`config.mk`:
```
export PLATFORM = sky130hd
export DESIGN_NAME = virtual_interrupt_delivery_queue
export DESIGN_NICKNAME = d
export VERILOG_FILES = /design/src/hdl/ivq_pkg.sv /design/src/hdl/ivq_ring.sv /design/src/hdl/ivq_core.sv /design/src/hdl/virtual_interrupt_delivery_queue.sv
export SDC_FILE = /design/constraint.sdc
export NUM_CORES = 1
export LEC_CHECK = 0
export BUFFER_PORTS_ARGS = -buffer_cell sky130_fd_sc_hd__buf_2
export CAP_MARGIN = 20
export CORE_ASPECT_RATIO = 1.2
export CORE_MARGIN = 2
export CORE_UTILIZATION = 45
export CTS_BUF_LIST = sky130_fd_sc_hd__clkbuf_4 sky130_fd_sc_hd__clkbuf_8
export CTS_CLUSTER_SIZE = 12
export DETAILED_ROUTE_END_ITERATION = 8
export HOLD_SLACK_MARGIN = 0.05
export SYNTH_ARGS = -nofsm -noshare
export SYNTH_HDL_FRONTEND = slang
export SYNTH_SLANG_ARGS = --single-unit
```
`constraint.sdc`:
```
create_clock -name clk_i -period 11 [get_ports clk_i]
set_clock_uncertainty 0.2 [all_clocks]
set_input_delay 2.2 -clock clk_i [delete_from_list [all_inputs] [get_ports clk_i]]
set_output_delay 2.2 -clock clk_i [all_outputs]
set_load 0.02 [all_outputs]
```
`src/hdl/ivq_pkg.sv`:
```
// Package for the virtual interrupt delivery queue.
// Holds the event and fault codes, shared constants and the structs between modules.
// No dependencies.
package ivq_pkg;

  localparam int unsigned QUEUE_DEPTH_DEF = 16;
  localparam logic [7:0] NMI_VECTOR = 8'd2;

  typedef enum logic [2:0] {
    OP_EXT_IRQ    = 3'd0,
    OP_IRQ_WINDOW = 3'd1,
    OP_NMI        = 3'd2,
    OP_NMI_WINDOW = 3'd3,
    OP_PRIO_WRITE = 3'd4
  } op_e;

  typedef enum logic [1:0] {
    FAULT_NONE     = 2'd0,
    FAULT_GP       = 2'd1,
    FAULT_OVERFLOW = 2'd2,
    FAULT_BAD_NMI  = 2'd3
  } fault_e;

  typedef struct packed {
    logic [2:0] opcode;
    logic [7:0] vector;
    logic       info_valid;
    logic       if_flag;
    logic       sti_shadow;
    logic       movss_shadow;
    logic       nmi_blocked;
    logic [7:0] priority_value;
  } item_t;

  typedef struct packed {
    logic       push;
    logic       pop;
    logic [7:0] wdata;
  } ring_ctl_t;

  typedef struct packed {
    logic       empty;
    logic       full;
    logic       one_left;
    logic [7:0] head_vec;
  } ring_sts_t;

  typedef struct packed {
    logic       inject_valid;
    logic [7:0] inject_vector;
    logic       inject_nmi;
    logic       irq_window_request;
    logic       nmi_window_request;
    fault_e     fault_code;
    logic       halted;
  } result_t;

endpackage

```
`src/hdl/ivq_ring.sv`:
```
// Pending vector ring: storage, head and tail pointers and fill count.
// Presents the head vector from a read port registered on the next head pointer, so it follows each pointer update.
// Depends on ivq_pkg.
module ivq_ring import ivq_pkg::*; #(
  parameter int unsigned QUEUE_DEPTH = QUEUE_DEPTH_DEF
) (
  input  logic      clk_i,
  input  logic      rst_ni,
  input  ring_ctl_t ctl_i,
  output ring_sts_t sts_o
);

  localparam int unsigned PW = (QUEUE_DEPTH > 1) ? $clog2(QUEUE_DEPTH) : 1;
  localparam int unsigned CW = $clog2(QUEUE_DEPTH + 1);

  logic [PW-1:0] head_q, head_d, tail_q, tail_d;
  logic [CW-1:0] count_q, count_d;
  logic [7:0]    mem [QUEUE_DEPTH];
  logic [7:0]    rd_q, byp_data_q;
  logic          byp_q;

  function automatic logic [PW-1:0] ptr_inc(input logic [PW-1:0] ptr);
    return (ptr == PW'(QUEUE_DEPTH - 1)) ? '0 : ptr + PW'(1);
  endfunction

  always_comb begin
    head_d  = ctl_i.pop ? ptr_inc(head_q) : head_q;
    tail_d  = ctl_i.push ? ptr_inc(tail_q) : tail_q;
    count_d = count_q;
    if (ctl_i.push) begin
      count_d = count_q + CW'(1);
    end else if (ctl_i.pop) begin
      count_d = count_q - CW'(1);
    end
  end

  always_ff @(posedge clk_i or negedge rst_ni) begin
    if (!rst_ni) begin
      head_q  <= '0;
      tail_q  <= '0;
      count_q <= '0;
      byp_q   <= 1'b0;
    end else begin
      head_q  <= head_d;
      tail_q  <= tail_d;
      count_q <= count_d;
      byp_q   <= ctl_i.push && (tail_q == head_d);
    end
  end

  always_ff @(posedge clk_i) begin
    if (ctl_i.push) begin
      mem[tail_q] <= ctl_i.wdata;
    end
    rd_q       <= mem[head_d];
    byp_data_q <= ctl_i.wdata;
  end

  assign sts_o.empty    = (count_q == '0);
  assign sts_o.full     = (count_q == CW'(QUEUE_DEPTH));
  assign sts_o.one_left = (count_q == CW'(1));
  assign sts_o.head_vec = byp_q ? byp_data_q : rd_q;

endmodule

```
`src/hdl/ivq_core.sv`:
```
// Event decision logic and guest interrupt state: NMI count, priority, window bits
// and the sticky terminal flag. Drives the ring and forms each result.
// Depends on ivq_pkg.
module ivq_core import ivq_pkg::*; (
  input  logic      clk_i,
  input  logic      rst_ni,
  input  logic      valid_i,
  input  item_t     item_i,
  input  ring_sts_t ring_i,
  output ring_ctl_t ring_o,
  output result_t   res_o,
  output logic      term_o
);

  logic [7:0] nmi_cnt_q, nmi_cnt_d;
  logic [3:0] prio_q, prio_d;
  logic       irq_win_q, irq_win_d;
  logic       nmi_win_q, nmi_win_d;
  logic       term_q, term_d;
  logic       open_new, open_head;

  assign open_new  = item_i.if_flag && !item_i.sti_shadow && !item_i.movss_shadow &&
                     (item_i.vector[7:4] > prio_q);
  assign open_head = item_i.if_flag && !item_i.sti_shadow && !item_i.movss_shadow &&
                     (ring_i.head_vec[7:4] > prio_q);

  always_comb begin
    nmi_cnt_d           = nmi_cnt_q;
    prio_d              = prio_q;
    irq_win_d           = irq_win_q;
    nmi_win_d           = nmi_win_q;
    term_d              = term_q;
    ring_o.push         = 1'b0;
    ring_o.pop          = 1'b0;
    ring_o.wdata        = item_i.vector;
    res_o.inject_valid  = 1'b0;
    res_o.inject_vector = '0;
    res_o.inject_nmi    = 1'b0;
    res_o.fault_code    = FAULT_NONE;
    if (valid_i && !term_q) begin
      case (op_e'(item_i.opcode))
        OP_EXT_IRQ: begin
          if (item_i.info_valid) begin
            if (ring_i.empty && open_new) begin
              res_o.inject_valid  = 1'b1;
              res_o.inject_vector = item_i.vector;
            end else if (ring_i.full) begin
              term_d           = 1'b1;
              res_o.fault_code = FAULT_OVERFLOW;
            end else begin
              ring_o.push = 1'b1;
              irq_win_d   = 1'b1;
            end
          end
        end
        OP_IRQ_WINDOW: begin
          if (ring_i.empty) begin
            irq_win_d = 1'b0;
          end else if (open_head) begin
            ring_o.pop          = 1'b1;
            res_o.inject_valid  = 1'b1;
            res_o.inject_vector = ring_i.head_vec;
          end
        end
        OP_NMI: begin
          if (!item_i.info_valid) begin
            term_d           = 1'b1;
            res_o.fault_code = FAULT_BAD_NMI;
          end else if (item_i.nmi_blocked) begin
            if (nmi_cnt_q != 8'hff) begin
              nmi_cnt_d = nmi_cnt_q + 8'd1;
            end
            nmi_win_d = 1'b1;
          end else begin
            res_o.inject_valid  = 1'b1;
            res_o.inject_vector = NMI_VECTOR;
            res_o.inject_nmi    = 1'b1;
          end
        end
        OP_NMI_WINDOW: begin
          if (nmi_cnt_q == '0) begin
            nmi_win_d = 1'b0;
          end else begin
            nmi_cnt_d           = nmi_cnt_q - 8'd1;
            res_o.inject_valid  = 1'b1;
            res_o.inject_vector = NMI_VECTOR;
            res_o.inject_nmi    = 1'b1;
            if (nmi_cnt_q == 8'd1) begin
              nmi_win_d = 1'b0;
            end
          end
        end
        OP_PRIO_WRITE: begin
          if (item_i.priority_value[7:4] != '0) begin
            res_o.fault_code = FAULT_GP;
          end else begin
            prio_d = item_i.priority_value[3:0];
          end
        end
        default: begin
        end
      endcase
    end
    // last entry leaves the ring
    if (ring_o.pop && ring_i.one_left) begin
      irq_win_d = 1'b0;
    end
    res_o.irq_window_request = irq_win_d;
    res_o.nmi_window_request = nmi_win_d;
    res_o.halted             = term_d;
  end

  always_ff @(posedge clk_i or negedge rst_ni) begin
    if (!rst_ni) begin
      nmi_cnt_q <= '0;
      prio_q    <= '0;
      irq_win_q <= 1'b0;
      nmi_win_q <= 1'b0;
      term_q    <= 1'b0;
    end else begin
      nmi_cnt_q <= nmi_cnt_d;
      prio_q    <= prio_d;
      irq_win_q <= irq_win_d;
      nmi_win_q <= nmi_win_d;
      term_q    <= term_d;
    end
  end

  assign term_o = term_q;

endmodule

```
`src/hdl/virtual_interrupt_delivery_queue.sv`:
```
// Top level of the virtual interrupt delivery queue: request register, result register,
// ring and event logic. Depends on ivq_pkg, ivq_ring and ivq_core.
//
//   channel  | handshake              | payload
//   request  | start, busy            | opcode_i .. priority_value_i
//   result   | done_o (one cycle)     | inject_valid_o .. halted_o
//
// One request is taken every cycle; busy stays low.
// The event logic works on the request register during the cycle after the request is
// taken and loads the result register at the next edge, so done_o rises together with
// the new result, which is accepted while done_o is high.
// The ring head is read from a registered memory port fed by the next head pointer.
// Reset clears pointers, counters, flags and the pipeline valids; ring contents are not cleared.
// Results cannot be held off, so nothing in the pipeline waits on the receiver.
module virtual_interrupt_delivery_queue import ivq_pkg::*; #(
  parameter int unsigned QUEUE_DEPTH = QUEUE_DEPTH_DEF
) (
  input  logic       clk_i,
  input  logic       rst_ni,
  input  logic       start,
  output logic       busy,
  input  logic [2:0] opcode_i,
  input  logic [7:0] vector_i,
  input  logic       info_valid_i,
  input  logic       if_flag_i,
  input  logic       sti_shadow_i,
  input  logic       movss_shadow_i,
  input  logic       nmi_blocked_i,
  input  logic [7:0] priority_value_i,
  output logic       done_o,
  output logic       inject_valid_o,
  output logic [7:0] inject_vector_o,
  output logic       inject_nmi_o,
  output logic       irq_window_request_o,
  output logic       nmi_window_request_o,
  output logic [1:0] fault_code_o,
  output logic       halted_o
);

  item_t     in_q;
  logic      in_valid_q;
  result_t   res_d, res_q;
  logic      done_q;
  ring_ctl_t ring_ctl;
  ring_sts_t ring_sts;
  logic      term;

  assign busy = 1'b0;

  always_ff @(posedge clk_i or negedge rst_ni) begin
    if (!rst_ni) begin
      in_valid_q <= 1'b0;
      done_q     <= 1'b0;
    end else begin
      in_valid_q <= start && !busy;
      done_q     <= in_valid_q;
    end
  end

  always_ff @(posedge clk_i) begin
    if (start && !busy) begin
      in_q.opcode         <= opcode_i;
      in_q.vector         <= vector_i;
      in_q.info_valid     <= info_valid_i;
      in_q.if_flag        <= if_flag_i;
      in_q.sti_shadow     <= sti_shadow_i;
      in_q.movss_shadow   <= movss_shadow_i;
      in_q.nmi_blocked    <= nmi_blocked_i;
      in_q.priority_value <= priority_value_i;
    end
    if (in_valid_q) begin
      res_q <= res_d;
    end
  end

  ivq_ring #(
    .QUEUE_DEPTH(QUEUE_DEPTH)
  ) u_ring (
    .clk_i (clk_i),
    .rst_ni(rst_ni),
    .ctl_i (ring_ctl),
    .sts_o (ring_sts)
  );

  ivq_core u_core (
    .clk_i  (clk_i),
    .rst_ni (rst_ni),
    .valid_i(in_valid_q),
    .item_i (in_q),
    .ring_i (ring_sts),
    .ring_o (ring_ctl),
    .res_o  (res_d),
    .term_o (term)
  );

  assign done_o               = done_q;
  assign inject_valid_o       = res_q.inject_valid;
  assign inject_vector_o      = res_q.inject_vector;
  assign inject_nmi_o         = res_q.inject_nmi;
  assign irq_window_request_o = res_q.irq_window_request;
  assign nmi_window_request_o = res_q.nmi_window_request;
  assign fault_code_o         = res_q.fault_code;
  assign halted_o             = res_q.halted;

  a_term_sticky: assert property (@(posedge clk_i) disable iff (!rst_ni)
    term |=> term)
    else $error("terminal flag cleared without reset");

  a_push_pop_excl: assert property (@(posedge clk_i) disable iff (!rst_ni)
    !(ring_ctl.push && ring_ctl.pop))
    else $error("ring push and pop in one cycle");

  a_inject_no_fault: assert property (@(posedge clk_i) disable iff (!rst_ni)
    done_o && inject_valid_o |-> fault_code_o == FAULT_NONE)
    else $error("injection reported together with a fault");

  a_nmi_vector: assert property (@(posedge clk_i) disable iff (!rst_ni)
    done_o && inject_nmi_o |-> inject_valid_o && inject_vector_o == NMI_VECTOR)
    else $error("NMI injection with wrong vector");

endmodule

```
After elaboration in Yosys (flattened, before gate mapping)
Memory sizes are Yosys's and may differ from the RTL's. A register that Yosys moved wholly into a read port is not among the register bits.
Cells that the tools add are included.

cells by class
  add/subtract/negate cells = 6
  mux-type cells = 55
  equality and inequality tests = 15
  reduce and logical (&&, ||, !) cells = 19
  $lt $le $gt $ge = 2
  bitwise logic cells = 1

operators by type and width
  kind                   count
  $mux W8                5
  $mux W9                4
  $pmux W9 S4            1
  $mux W10               3
  $mux W1                26
  $pmux W8 S2            1
  $mux W4                3
  $mux W2                5
  $mux W5                2
  $add A4 B1 Y4 const B  2
  $add A8 B1 Y8 const B  1
  $eq A4 B4 Y1 const B   2
  $eq A8 B1 Y1 const B   1
  $gt A4 B4 Y1           2
  $logic_and A1 B1 Y1    8
  $logic_not A8 Y1       1
  $ne A8 B8 Y1 const B   1
  $pmux W1 S2            4
  $sub A8 B1 Y8 const B  1
  $eq A3 B2 Y1 const B   2
  $ne A2 B2 Y1 const B   3
  $pmux W2 S3            1
  $reduce_and A6 Y1      1
  $add A5 B1 Y5 const B  1
  other kinds (14)       17

word-level totals
  input port bits = 27
  memory bits (writable) = 128
  logic and storage cells = 126
  register bits = 78
  output and inout bits = 17
  memories kept = 1

memories
  memory      depth  bits a word  rd ports  clocked after memory_dff  write ports  line            source
  u_ring.mem  16     8            1         1                         1            ivq_ring.sv:18  logic [7:0] mem [QUEUE_DEPTH];

Longest topological paths before layout
Gate-level depths: netlist (run 1).

  depth in word-level cells = 12
  mapped depth = 12
  depth with buffers taken out = 10

Hierarchy
From an unflattened synthesis (run 1), not the netlist that was laid out.

unflattened totals
  cells, all modules = 658
  area, all modules = 9138.8 um2

modules (own cells, without submodules)
  module                            seq. area each (um2)  instances  area an instance (um2)  cells each
  ivq_ring                          4514.3                1          6488.7                  455
  ivq_core                          375.4                 1          1417.6                  160
  virtual_interrupt_delivery_queue  1221.2                1          1232.4                  43

Least setup slack after synthesis (run 1)
Ideal clock, no wire load.

  kind = register to register
  from = register u_ring.byp_q
  to = register u_ring.rd_q[6] (read register of u_ring.mem)
  period minus slack after synthesis = 3.602 ns
  data arrival time = 3.268 ns
  path slack = 7.398 ns
  required time = 10.666 ns
  setup time = 0.134 ns
  stages on the path, launching flop included = 13
  path buffers = 3
  cells stage by stage = dfrtp_1 > clkbuf_1 > mux2_2 > ha_1 > and4_1 > nor4_4 > o211ai_4 > mux2i_4 > buf_6 > buf_6 > mux2i_1 > a221oi_1 > or4_1

on the way
  longest elaborated chain between the ends = 8

ends and longest elaborated chain
  element                 line            source
  from (decl)             ivq_ring.sv:20  logic byp_q;
  from (signal assigned)  ivq_ring.sv:47  byp_q <= ctl_i.push && (tail_q == head_d);
  $mux W8                 ivq_ring.sv:62  assign sts_o.head_vec = byp_q ? byp_data_q : rd_q;
  $gt A4 B4 Y1            ivq_core.sv:25  (ring_i.head_vec[7:4] > prio_q);
  $logic_and A1 B1 Y1     ivq_core.sv:24  assign open_head = item_i.if_flag && !item_i.sti_shadow && !item_i.movss_shadow &&
  $mux W1                 ivq_core.sv:59  end else if (open_head) begin
  $mux W1                 ivq_core.sv:57  if (ring_i.empty) begin
  $mux W1                 ivq_core.sv:41  case (op_e'(item_i.opcode))
  $mux W2                 ivq_core.sv:40  if (valid_i && !term_q) begin
  $mux W4                 ivq_ring.sv:27  head_d = ctl_i.pop ? ptr_inc(head_q) : head_q;
  to (decl)               ivq_ring.sv:19  logic [7:0] rd_q, byp_data_q;

No other way between the ends.
A chain may end at the register's enable or synchronous reset.

Final worst setup path (run 1)
  from = register u_ring.byp_q
  to = register u_ring.rd_q[7] (read register of u_ring.mem)

Same word-level chain as after synthesis.

==> flow_summary_export.csv, run 1 <==
group,metric,value,unit
yosys,synth_compound_area_share,9.01,%
finish,syn_to_final_growth,13.0,%
finish,diodes,0,
die,core,0.0194,mm2
critical_path,critPathMaxStageDelay,0.73,ns
routing,wl_per_cell,20.1,um
cts,cts.clk_slew.worst_paths,0.06,ns
run,max_cap_violations,0,
routing,drc,0,
routing,drtAntennaViolNets,0,
power,ir_drop,127,uV
yosys,synthMuxAreaShare,5.63,%
critical_path,start_kind,"flop",
yosys,synth_area_per_cell,14.6,um2
finish,layout-drive-gt1-share,18.8,%
finish,finish.net_count,709,
critical_path,slowest_stage,"buf_4",
yosys,synthAdderAreaFrac,2.69,%
yosys,seq_area_frac_synth,69.1,%
critical_path,worst_setup_path_end_kind,"flop",
cts,ctsHoldBuffers,0,
die,die_x,132,um
placed_design,port_buffers,42,
placed_design,hpwl,12.5,mm
power,cellLeakagePower,3.77,nW
die,io-pin-count,44,
global_routing,grt_pass1_wl,29.5,mm
cts,cts-root-buf,"clkbuf_8",
cts,cts_setup_buffers,0,
yosys,syn_area,0.00885,mm2
critical_path,worstPathArrival,4.85,ns
timing,fin_ws,6.35,ns
yosys,synth_top_family_by_area,"simple AND/OR/NAND/NOR gates",
yosys,ys.flop_type,"edfxtp_1",
cts,clk-insertion-delay-late,0.53,ns
yosys,netlist_instances,607,
yosys,synth-xor-area-share,1.87,%
global_routing,gr-total-overflow,0,
timing,worst_slew_pin_slew,0.968,ns
critical_path,critPathBufInv,2,
critical_path,crit_start,"u_ring.byp_q",
critical_path,path_class,"reg2reg",
yosys,synthesis.nets,653,
timing,period_share,42.3,%
critical_path,crit_chain,"mux2_2 -> ha_1 -> and4_1 -> nor4_4 -> o211ai_4 -> mux2i_4 -> buf_4 -> inv_2 -> nand2_1 -> a221oi_1 -> or4_1",
worst_hold_path,hp-class,"reg2reg",
yosys,synth-simple-area-share,9.12,%
worst_hold_path,min_path_cells,1,
timing,setup_tns,0,ns
timing,finalHoldViolCount,0,
critical_path,critPathTopFamily,"simple AND/OR/NAND/NOR gates",
routing,avgViaCountPerCell,5.50,
critical_path,reg2regPathDepth,11,
timing,maxSlewViolCount,0,
die,std_cell_rows,56,
placed_design,pre_cts_ws,6.33,ns
critical_path,cp_data_required_time,11.20,ns
die,die_area,0.0208,mm2
worst_hold_path,min_from,"in_q[2]",
timing,period_needed,4.65,ns
die,initial_utilization,45.6,%
routing,routed_wl,19.2,mm
timing,slew_headroom,35.0,%
routing,initialDrtViolationCount,347,
status,outcome,"complete, no violations",
cts,numCtsBuffers,35,
critical_path,crit_fanout,66,
yosys,synth_seq_cells,214,
yosys,synthDistinctLibCells,59,
cts,cts_tree,"built",
routing,drtPass1Iterations,5,
finish,fillers,1643,
yosys,yosysWarnings,0,
timing,timing.hold.ws,0.273,ns
cts,ctsResizeCount,0,
critical_path,regToRegStartpoint,"u_ring.byp_q",
cts,cts_sinks,214,
global_routing,grtUsageTotal,18.8,%
power,power.density,191,mW/mm2
cts,clock_path_buffers,3,
critical_path,cp.depth,11,
die,dieHeight,158,um
global_routing,antenna_found_initial,0,
global_routing,grt_pass1_vias,5389,
placed_design,gp_congestion,0.849,
timing,fmax,215,MHz
timing,setup_viol,0,
timing,rsz0062_at_grt,"no",
global_routing,grt_max_degree,67,
routing,vias,5227,
yosys,synth-edff-count,167,
cts,htreeDepth,2,
yosys,async_flop_share,14.5,%
==> metrics by stage <==
stage	instance area (um2)	cells	total power, mW	util, %
after floorplan	8850	607	1.15	-
after global placement	9250	886	1.21	47.7
after detailed placement	9280	887	1.21	47.8
after CTS	10000	951	1.93	51.5
after global routing	10000	951	1.99	51.5
final	10000	951	1.91	51.5
==> cell type report <==
class	count	area [um2]	area share, %
clock inverters	16	131	1.31
flip-flops and latches	214	6110	61.1
inverters	16	60.1	0.600
clock buffers	48	592	5.92
repair buffers	48	275	2.75
multi-input cells	348	2510	25.1
well taps	261	327	3.26
==> report_power, final <==
group | switching, mW | leakage (nW) | internal, mW
Clock | 0.308 | 0.380 | 0.399
Combinational | 0.130 | 1.31 | 0.0891
Sequential | 0.0575 | 2.08 | 0.923
Total | 0.495 | 3.77 | 1.41
==> flip-flops by register name, summed over array words and instances (netlist names), 2 cells and up <==
register           count
u_ring.mem           128
in_q                  24
inject_vector_o        8
u_core.nmi_cnt_q       8
u_ring.byp_data_q      8
u_ring.rd_q            8
u_ring.count_q         5
u_core.prio_q          4
u_ring.head_q          4
u_ring.tail_q          4
fault_code_o           2
==> layout by cell type, fill, tap and decap left out, types with 7 or more instances in the layout <==
cell,Yosys,final
clkinv_1,0,7
nand3_1,10,10
dfxtp_1,16,16
and2_1,13,13
a21oi_1,41,41
nor3_1,9,9
clkbuf_4,0,11
a221oi_1,32,32
buf_2,7,42
dfrtp_1,31,31
nand2_1,47,47
mux2_2,12,12
or4_1,9,9
clkbuf_8,0,37
mux2i_1,34,34
inv_1,14,14
nor2_1,27,27
xnor2_1,11,11
edfxtp_1,167,167
ha_1,19,19
==> synthesized netlist by cell type, types with 6 or more instances <==
cell type / n / share of area [%]
a21oi_1: 41 / 2.3
a221oi_1: 32 / 3.2
a22oi_1: 6 / 0.51
and2_1: 13 / 0.92
buf_2: 7 / 0.40
buf_6: 6 / 0.76
clkbuf_1: 13 / 0.55
dfrtp_1: 31 / 8.8
dfxtp_1: 16 / 3.6
edfxtp_1: 167 / 57
ha_1: 19 / 2.7
inv_1: 14 / 0.59
mux2_2: 12 / 1.5
mux2i_1: 34 / 3.8
nand2_1: 47 / 2.0
nand3_1: 10 / 0.57
nor2_1: 27 / 1.1
nor3_1: 9 / 0.51
nor4_1: 6 / 0.42
or4_1: 9 / 0.76
xnor2_1: 11 / 1.1
xor2_1: 6 / 0.59
==> metal layers <==
layer	part of all wire [%]	wire, um	global-route usage [%]	vias up
met5	0	0	0	-
met3	4.6	881	3.78	38
met1	42	8010	23.2	2598
met4	2.9	557	8.07	0
met2	51	9710	32.5	145
li1	-	-	-	2446
==> worst paths after layout <==
path	slack [ns]	endpoint
min reg2reg	0.27	u_core.prio_q[2]
min	0.27	u_core.prio_q[2]
max reg2reg	6.35	u_ring.rd_q[7]
max	6.35	u_ring.rd_q[7]
max in group asynchronous	8.57	u_ring.tail_q[0]
min in group asynchronous	1.53	u_core.nmi_cnt_q[3]
==> cells by family after synthesis <==
group | after synthesis
simple gates | 151
fa+ha+maj | 19
mux | 47
buf+inv | 45
xor+xnor | 18
other cells | 1
flops | 214
compound gates | 112
Power figures use the tool's default switching activity.
==> inputs of run 2 (changes only) <==
- clock period: 11 -> 4.6 ns (I/O delays scaled with it)
==> flow_summary_export.csv, run 2 (same netlist as run 1, synthesis figures left out) <==
group,metric,value,unit
finish,multi_input_area,0.00251,mm2
power,power.density,450,mW/mm2
cts,clk-insertion-delay-late,0.52,ns
routing,wl_met3,1.09,mm
die,initial_utilization,45.6,%
timing,maxSlewViolCount,0,
critical_path,regToRegSetupSlack,0.46,ns
global_routing,grt_max_degree,41,
routing,drtPass1Iterations,5,
power,switching_share,25.9,%
timing,finalHoldViolCount,0,
global_routing,grtUsageTotal,19.5,%
cts,cts_setup_buffers,0,
finish,largest_register_ffs,128,
cts,clock_path_buffers,3,
die,core,0.0194,mm2
critical_path,worstPathArrival,4.32,ns
finish,regArea,0.00611,mm2
critical_path,worst_setup_path_end_kind,"flop",
cts,cts.clk_slew.worst_paths,0.06,ns
power,cellLeakagePower,3.78,nW
status,outcome,"complete, no violations",
timing,setup_viol,0,
timing,fmax,242,MHz
power,pwr-share-clk,35.9,%
routing,avgViaCountPerCell,5.53,
routing,vias,5271,
placed_design,dp.cells,892,
finish,top_regs,"u_ring.mem x128, in_q x24",
global_routing,antenna_found_initial,0,
worst_hold_path,hp-class,"reg2reg",
routing,drtAntennaViolNets,0,
worst_hold_path,hold_path_end,"u_core.prio_q[0]",
worst_hold_path,min_path_cells,1,
finish,finish.net_count,713,
placed_design,hpwl,13.1,mm
run,max_cap_violations,0,
timing,worst_slew_pin_slew,1.01,ns
die,die_area,0.0208,mm2
cts,cts_tree,"built",
power,power.switching,1.17,mW
routing,dr_wl_met2,9.79,mm
timing,slew_headroom,31.9,%
worst_hold_path,min_from,"in_q[0]",
die,std_cell_rows,56,
global_routing,gr-total-overflow,0,
routing,drc,0,
critical_path,path_class,"reg2reg",
routing,routed_wl,19.6,mm
die,dieHeight,158,um
timing,period_share,89.9,%
finish,syn_to_final_growth,13.1,%
cts,numCtsBuffers,34,
critical_path,crit_fanout,33,
cts,cts_sinks,214,
cts,htreeDepth,2,
timing,setup_tns,0,ns
critical_path,worst_r2r_endpoint,"u_ring.rd_q[6]",
placed_design,gp_congestion,0.844,
global_routing,grt_pass1_wl,30.8,mm
critical_path,regToRegStartpoint,"u_ring.byp_q",
placed_design,pre_cts_ws,0.498,ns
power,p_int,3.34,mW
timing,period_needed,4.14,ns
timing,rsz0062_at_grt,"no",
routing,wl_per_cell,20.5,um
die,die_x,132,um
finish,layout_common_cells,"167 x edfxtp_1, 47 x nand2_1, 42 x buf_2, 41 x a21oi_1, 39 x clkbuf_8",
critical_path,reg2regPathDepth,10,
finish,layout-drive-gt1-share,19.7,%
finish,fillers,1668,
finish,stdcell_count,953,
power,ir_drop,272,uV
routing,highest_layer,"met4",
placed_design,port_buffers,42,
routing,met1_length,8.00,mm
timing,fin_ws,0.463,ns
power,power_frac_comb,12.2,%
power,total_power,4.51,mW
die,io-pin-count,44,
finish,top_register,"u_ring.mem",
global_routing,grt_pass1_vias,5521,
cts,ctsHoldBuffers,0,
finish,final_common_cell,"edfxtp_1",
routing,initialDrtViolationCount,459,
power,seqPwrFrac,51.9,%
cts,cts-root-buf,"clkbuf_8",
critical_path,start_kind,"flop",
finish,diodes,0,
critical_path,cp_data_required_time,4.78,ns
cts,ctsResizeCount,0,
==> run 2: changes by cell type in the layout (fill, tap and decap cells not counted), moves of 2 or more <==
| cell | delta |
|---|---|
| buf_12 | +2 |
| buf_4 | +4 |
| bufinv_16 | -2 |
| clkbuf_4 | +6 |
| clkbuf_8 | +2 |
| clkinv_1 | -4 |
| clkinv_2 | -3 |
==> run 2: worst max-delay path by stage <==
| stage | slack, ns | endpoint | cells after the start | startpoint |
|---|---|---|---|---|
| floorplan | 1.0 | u_ring.rd_q[6] | 12 | u_ring.byp_q |
| global placement | 0.59 | u_ring.rd_q[6] | 10 | u_ring.byp_q |
| detailed placement | 0.50 | u_ring.rd_q[6] | 10 | u_ring.byp_q |
| CTS | 0.47 | u_ring.rd_q[6] | 10 | u_ring.byp_q |
| global route | 0.30 | u_ring.rd_q[6] | 10 | u_ring.byp_q |
| finish | 0.46 | u_ring.rd_q[6] | 10 | u_ring.byp_q |
==> run 2: power groups by stage <==
stage                     logic (mW)  clock network [mW]  registers [mW]
final                          0.551                1.62            2.34
after global routing           0.620                1.73            2.35
after CTS                      0.556                1.65            2.34
after detailed placement       0.553                   0            2.37
after global placement         0.539                   0            2.37
after floorplan                0.406                   0            2.34
==> run 2: layer usage <==
layer | GRT usage, % | vias up
met5 | 0 | -
met4 | 8.49 | 0
met3 | 3.91 | 53
met2 | 33.4 | 174
met1 | 24.1 | 2594
li1 | - | 2450
==> run 2: layout make-up <==
| type | instances | share of cell area (%) |
|---|---|---|
| repair buffers | 53 | 3.17 |
| clock buffers | 56 | 6.64 |
| clock inverters | 5 | 0.237 |
| well taps | 261 | 3.26 |
| multi-input cells | 348 | 25.1 |
| flip-flops and latches | 214 | 61.0 |
| inverters | 16 | 0.600 |
==> run 2: stage by stage <==
step           utilization (%)  hold slack [ns]  cell area [um2]
2_1_floorplan                -            0.236             8850
3_3_place_gp              48.0            0.262             9320
3_5_place_dp              48.0            0.264             9320
4_1_cts                   51.6            0.277            10000
5_1_grt                   51.6            0.280            10000
6_report                  51.6            0.263            10000
==> run 2: worst max-delay path: stages (launching register included) <==
cell and delay [ns]:
dfrtp_1 0.54, mux2_2 0.40, ha_1 0.31, and4_1 0.24, nor4_4 0.31, o211ai_4 0.19
mux2i_4 0.53, inv_2 0.42, nand2_1 0.16, a221oi_1 0.14, or4_1 0.56
